File: src/hdl/binary_heap_priority_queue_unit_defines.svh
// Assertion macros for the heap queue.
`ifndef BINARY_HEAP_PRIORITY_QUEUE_UNIT_DEFINES_SVH
`define BINARY_HEAP_PRIORITY_QUEUE_UNIT_DEFINES_SVH

// Same-cycle implication, off while reset is held.
`define BHPQ_ASSERT_IMPLY(lbl, clk, rst_n, ante, cons, msg) \
    lbl: assert property (@(posedge clk) disable iff (!rst_n) (ante) |-> (cons)) \
        else $error(msg);

// Next-cycle implication, off while reset is held.
`define BHPQ_ASSERT_NEXT(lbl, clk, rst_n, ante, cons, msg) \
    lbl: assert property (@(posedge clk) disable iff (!rst_n) (ante) |=> (cons)) \
        else $error(msg);

`endif

File: src/hdl/bhpq_pkg.sv
`timescale 1ns / 1ps

package bhpq_pkg;

    localparam int KEY_MAX_BITS = 32;

    localparam logic [1:0] ST_OK    = 2'd0;
    localparam logic [1:0] ST_EMPTY = 2'd1;
    localparam logic [1:0] ST_FULL  = 2'd2;

    typedef struct packed {
        logic latch;
        logic set_empty;
        logic set_full;
        logic push_init;
        logic pop_init;
        logic pop_load;
        logic up_read;
        logic up_move;
        logic dn_read;
        logic dn_move;
        logic place;
        logic top_read;
        logic res_load;
    } t_dp_cmd;

    typedef struct packed {
        logic is_pop;
        logic count_zero;
        logic full;
        logic idx_zero;
        logic up_beats;
        logic dn_stop;
    } t_dp_stat;

    // strict priority compare: a wins over b
    function automatic logic beats(input logic order_max,
                                   input logic [KEY_MAX_BITS-1:0] a,
                                   input logic [KEY_MAX_BITS-1:0] b);
        return order_max ? (a > b) : (a < b);
    endfunction

endpackage

File: src/hdl/bhpq_ctrl.sv
`timescale 1ns / 1ps

module bhpq_ctrl
    import bhpq_pkg::*;
(
    input  logic     i_clk,
    input  logic     i_rst_n,
    input  logic     i_in_valid,
    output logic     o_in_ready,
    output logic     o_out_valid,
    input  logic     i_out_ready,
    input  t_dp_stat i_stat,
    output t_dp_cmd  o_cmd
);

    localparam logic [3:0] S_IDLE     = 4'd0;
    localparam logic [3:0] S_DISPATCH = 4'd1;
    localparam logic [3:0] S_UP_RD    = 4'd2;
    localparam logic [3:0] S_UP_EV    = 4'd3;
    localparam logic [3:0] S_POP_LD   = 4'd4;
    localparam logic [3:0] S_DN_RD    = 4'd5;
    localparam logic [3:0] S_DN_EV    = 4'd6;
    localparam logic [3:0] S_PLACE    = 4'd7;
    localparam logic [3:0] S_RES_RD   = 4'd8;
    localparam logic [3:0] S_RES_LD   = 4'd9;

    logic [3:0] r_state, n_state;
    logic       r_out_valid;
    logic       w_out_free;

    assign w_out_free  = !r_out_valid || i_out_ready;
    assign o_in_ready  = (r_state == S_IDLE);
    assign o_out_valid = r_out_valid;

    always_comb begin
        n_state = r_state;
        o_cmd   = '0;
        unique case (r_state)
            S_IDLE: begin
                if (i_in_valid) begin
                    o_cmd.latch = 1'b1;
                    n_state     = S_DISPATCH;
                end
            end
            S_DISPATCH: begin
                if (i_stat.is_pop) begin
                    if (i_stat.count_zero) begin
                        o_cmd.set_empty = 1'b1;
                        n_state         = S_RES_RD;
                    end else begin
                        o_cmd.pop_init = 1'b1;
                        n_state        = S_POP_LD;
                    end
                end else begin
                    if (i_stat.full) begin
                        o_cmd.set_full = 1'b1;
                        n_state        = S_RES_RD;
                    end else begin
                        o_cmd.push_init = 1'b1;
                        n_state         = S_UP_RD;
                    end
                end
            end
            S_UP_RD: begin
                if (i_stat.idx_zero) begin
                    n_state = S_PLACE;
                end else begin
                    o_cmd.up_read = 1'b1;
                    n_state       = S_UP_EV;
                end
            end
            S_UP_EV: begin
                if (i_stat.up_beats) begin
                    o_cmd.up_move = 1'b1;
                    n_state       = S_UP_RD;
                end else begin
                    n_state = S_PLACE;
                end
            end
            S_POP_LD: begin
                o_cmd.pop_load = 1'b1;
                n_state        = S_DN_RD;
            end
            S_DN_RD: begin
                o_cmd.dn_read = 1'b1;
                n_state       = S_DN_EV;
            end
            S_DN_EV: begin
                if (i_stat.dn_stop) begin
                    n_state = S_PLACE;
                end else begin
                    o_cmd.dn_move = 1'b1;
                    n_state       = S_DN_RD;
                end
            end
            S_PLACE: begin
                o_cmd.place = 1'b1;
                n_state     = S_RES_RD;
            end
            S_RES_RD: begin
                o_cmd.top_read = 1'b1;
                n_state        = S_RES_LD;
            end
            S_RES_LD: begin
                // hold until the output register is free
                if (w_out_free) begin
                    o_cmd.res_load = 1'b1;
                    n_state        = S_IDLE;
                end
            end
            default: begin
                n_state = S_IDLE;
            end
        endcase
    end

    always_ff @(posedge i_clk) begin
        if (!i_rst_n) begin
            r_state     <= S_IDLE;
            r_out_valid <= 1'b0;
        end else begin
            r_state <= n_state;
            if (o_cmd.res_load) begin
                r_out_valid <= 1'b1;
            end else if (i_out_ready) begin
                r_out_valid <= 1'b0;
            end
        end
    end

endmodule

File: config.mk
export PLATFORM = sky130hd
export DESIGN_NAME = bhpq_ctrl
export DESIGN_NICKNAME = d
export VERILOG_FILES = /design/src/hdl/binary_heap_priority_queue_unit_defines.svh /design/src/hdl/bhpq_pkg.sv /design/src/hdl/bhpq_ctrl.sv
export SDC_FILE = /design/constraint.sdc
export NUM_CORES = 1
export LEC_CHECK = 0
export BUFFER_PORTS_ARGS = -buffer_cell sky130_fd_sc_hd__buf_2
export CAP_MARGIN = 40
export CORE_MARGIN = 5
export CORE_UTILIZATION = 30
export CTS_CLUSTER_DIAMETER = 30
export CTS_CLUSTER_SIZE = 14
export DETAILED_ROUTE_END_ITERATION = 8
export GPL_TIMING_DRIVEN = 1
export MAX_ROUTING_LAYER = met4
export PLACE_DENSITY = 0.65
export SLEW_MARGIN = 25
export SYNTH_ARGS = -nofsm -noshare
export SYNTH_HDL_FRONTEND = slang
export SYNTH_SLANG_ARGS = --single-unit
File: constraint.sdc
create_clock -name i_clk -period 2 [get_ports i_clk]
set_input_delay 0.4 -clock i_clk [delete_from_list [all_inputs] [get_ports i_clk]]
set_output_delay 0.4 -clock i_clk [all_outputs]
set_load 0.01 [all_outputs]
==> results.txt <==
----------------------------------------------------
[Logic synthesis]
  Share of Yosys cell area claimed by the top area cell type ... 23.9%
  Synthesized area divided by synthesized cell count ... approximately 6.8 sq um
  Gate Count Post-Synth ... 62
  Proportion of register bits with asynchronous set or reset after synthesis ... 0%
  EDFF count, synth ... 0
  Post-synthesis register bit count ... 5
  Share of the yosys chip area belonging to registers ... roughly a quarter
  Post-Synthesis Cell Area ... between 400 and 500 sq um
  Total of warnings raised by yosys ... 0
  Cell type contributing the most total cell area after synthesis ... sky130_fd_sc_hd__dfxtp_1
  Count of unique library cells instantiated by Yosys ... 23
  Most frequent cell after synthesis ... sky130_fd_sc_hd__nor2_1
  Largest cells by area after synthesis ... sky130_fd_sc_hd__dfxtp_1, sky130_fd_sc_hd__nor2_1, sky130_fd_sc_hd__nand2b_1
  Post-synthesis net count ... between 70 and 80
  Most frequently used flop master after synthesis ... sky130_fd_sc_hd__dfxtp_1
  Commonest cells in the synthesized netlist ... sky130_fd_sc_hd__nor2_1, sky130_fd_sc_hd__nand2_1, sky130_fd_sc_hd__a21oi_1, sky130_fd_sc_hd__dfxtp_1, sky130_fd_sc_hd__nand2b_1

[STA]
  Measured slew at the worst slew-check pin ... roughly 0.22 ns
  Endpoints failing hold ... 0
  Max-slew violation count ... 0
  Final period utilization ... a little over nine tenths
  Finish-stage setup viols ... 0
  Timing-limited maximum frequency ... ~0.51 GHz
  Slew margin rel. ... ~85%
  Setup repair after global routing missed its margin ... yes
  Period minus WS final ... 1.97 ns
  Setup TNS after final layout ... 0 ns
  Layout Skew ... approximately 0.012 ns

[Floorplan]
  Number of cell rows ... 13
  Die outline height ... approximately 47 microns
  Starting Density ... 31.8%
  Die X ... 47.4 microns
  Boundary Pins ... 25
  CORE AREA ... 1320 sq um
  Die Outline Area ... 2240 sq um

[Setup path]
  Critical path class ... reg2out
  Arrival time worst endpoint ... 1.57 ns
  Reg-to-reg critical path endpoint ... r_state[2]
  Type of element launching the critical path ... flip-flop
  Setup slack of the worst register-to-register path ... 0.60 ns
  Crit Reg-Reg Startpoint ... r_state[1]
  Worst Setup End Kind ... output pin
  Worst Path Max Fanout ... 7
  Number of cell instances on the worst register-to-register path ... 3
  Worst EP required ... roughly 1.6 ns

[Clocking]
  Number of buffers added by the clock tree synthesis step ... 3
  Clock tree sinks ... 5
  H-tree depth ... 1
  TritonCTS clock tree ... yes
  Clock root buffer ... sky130_fd_sc_hd__clkbuf_4
  Insertion delay to the later sink of the worst-skew pair ... 0.25 ns
  Buffers from clock root to sink, at most ... 2
  Clock-pin slew of the registers on the worst-case setup and hold paths ... approximately 0.06 ns

[Placed design]
  Last weighted congestion value of the routability-driven placer ... about 0.76
  Port bufs ... 24
  Detailed Place HPWL ... 879 microns
  Area after DPL ... roughly 550 sq um
  # placed instances ... 99

[Detailed routing]
  Antenna Violating Nets Remaining ... 0
  Total detailed-routing wirelength ... 1190 microns
  Initial detailed-routing violation count ... 9
  Per-cell via count in the routed design ... approximately 5
  Overall via count from detail_route ... 521
  Post-detailed-route DRC marker count ... 0
  Avg WL per Cell ... ~11 microns
  Detailed-routing iteration count for the pre-antenna-repair pass ... 4

[Pwr]
  Cell Pwr Density ... 697 nW/um^2
  Total Power Consumption ... 429 uW
  P_leak ... 0.000316 uW
  Worst IR Drop VDD ... slightly below 0.4 mV

[Finish]
  Synthesis-to-layout area growth ... 46.9%
  Layout fillers ... around 140
  Count of nets after finishing ... between 100 and 150
  Ratio of cells with drive above 1 in the final layout ... a little over two fifths
  Number of non-filler instances in the completed layout ... roughly 110
  FF+latch area ... around 110 sq um
  ANT cells ... 0
  Post-route standard cell area excluding fillers ... ~620 sq um
  Area used by multi-input combinational logic ... slightly above 300 sq um

[Global routing]
  GR Util All Layers ... 11.5%
  Antenna violations before repair ... 0
  Wire length of the first global-routing pass ... 1800 microns
  Aggregate global routing overflow ... 0
  Maximum number of pins on one net before global-route repair ... 13
  Number of global-route vias before repair ... between 400 and 500

[Hold path]
  Hold-critical path endpoint ... r_state[2]
  Path class of the lowest-slack min-delay path ... in2reg
  Worst Hold Depth ... 2
  Hold Crit Start ... i_rst_n

[Run]
  Max Cap Violations ... 0

[Outcome]
  Status ... completed

----------------------------------------------------
-- stage by stage --
step	hold WS [ns]	utilization [%]	setup WS [ns]
final	0.432	46.7	0.0348
after global routing	0.451	46.7	-0.0107
after CTS	0.437	44.2	0.00362
after detailed placement	0.612	42.1	0.263
after global placement	0.608	42.1	0.280
after floorplan	0.509	-	0.242
-- where the power goes --
| part | switching [uW] | internal [uW] |
|---|---|---|
| combinational | 90.3 | 82.0 |
| sequential | 21.4 | 113 |
| clock | 46.3 | 75.7 |
-- critical path, cell delays in order, from the launching register on --
cell,delay [ns]
sky130_fd_sc_hd__dfxtp_4,0.36
sky130_fd_sc_hd__or4b_4,0.60
sky130_fd_sc_hd__nor3b_4,0.22
sky130_fd_sc_hd__buf_2,0.16
-- logic make-up after synthesis --
logic type / Yosys count / share of synthesized area [%]
buffers and inverters: 6 / 5.37
and+or+nand+nor: 37 / 51.0
AOI/OAI and AO/OA: 14 / 19.7
DFF: 5 / 23.9
-- worst max-delay path by stage --
| stage | startpoint | endpoint | slack, ns | cells after the start |
|---|---|---|---|---|
| after global routing | r_state[1] | o_cmd[8] | -0.01 | 3 |
| after floorplan | r_state[0] | o_cmd[12] | 0.24 | 4 |
| after detailed placement | r_state[1] | o_cmd[10] | 0.26 | 3 |
| final | r_state[1] | o_cmd[8] | 0.03 | 3 |
| after CTS | r_state[1] | o_cmd[10] | 0.004 | 3 |
| after global placement | r_state[1] | o_cmd[8] | 0.28 | 3 |
-- cell type report --
type | instances | area share (%)
multi-input cells | 51 | 49.0
repair buffers | 28 | 24.4
flip-flops and latches | 5 | 17.5
clock buffers | 4 | 4.27
well taps | 15 | 3.05
inverters | 3 | 1.83
-- placed cells by master, fill, tap and decap left out, types with 2 or more instances in the layout --
| cell type | instances |
|---|---|
| sky130_fd_sc_hd__buf_2 | 24 |
| sky130_fd_sc_hd__nor2_1 | 11 |
| sky130_fd_sc_hd__nand2_1 | 6 |
| sky130_fd_sc_hd__nand2b_1 | 5 |
| sky130_fd_sc_hd__a21oi_1 | 5 |
| sky130_fd_sc_hd__o21ai_0 | 4 |
| sky130_fd_sc_hd__buf_4 | 4 |
| sky130_fd_sc_hd__nor3_1 | 3 |
| sky130_fd_sc_hd__inv_1 | 3 |
| sky130_fd_sc_hd__clkbuf_4 | 3 |
| sky130_fd_sc_hd__dfxtp_2 | 3 |
| sky130_fd_sc_hd__nor2b_1 | 2 |
| sky130_fd_sc_hd__and2_1 | 2 |
-- metal layers --
layer	track usage (%)	vias to the layer above	routed length [microns]
met5	-	-	0
met4	1.66	0	0
met2	17.9	20	559
met1	14.8	230	558
li1	-	271	-
met3	3.45	0	75
-- repair_timing --
action / 4_1_cts / 5_1_grt
hold buffers: 0 / 0
setup endpoints to repair: 2 / 3
pin swaps: 0 / 2
buffers inserted: 0 / 3
gates resized for setup: 1 / 5
-- flip-flops by register name, summed over array words and instances, names as in the netlist --
name	flops
o_out_valid	1
r_state	4
Note: power is estimated with default switching activity, not from simulation.
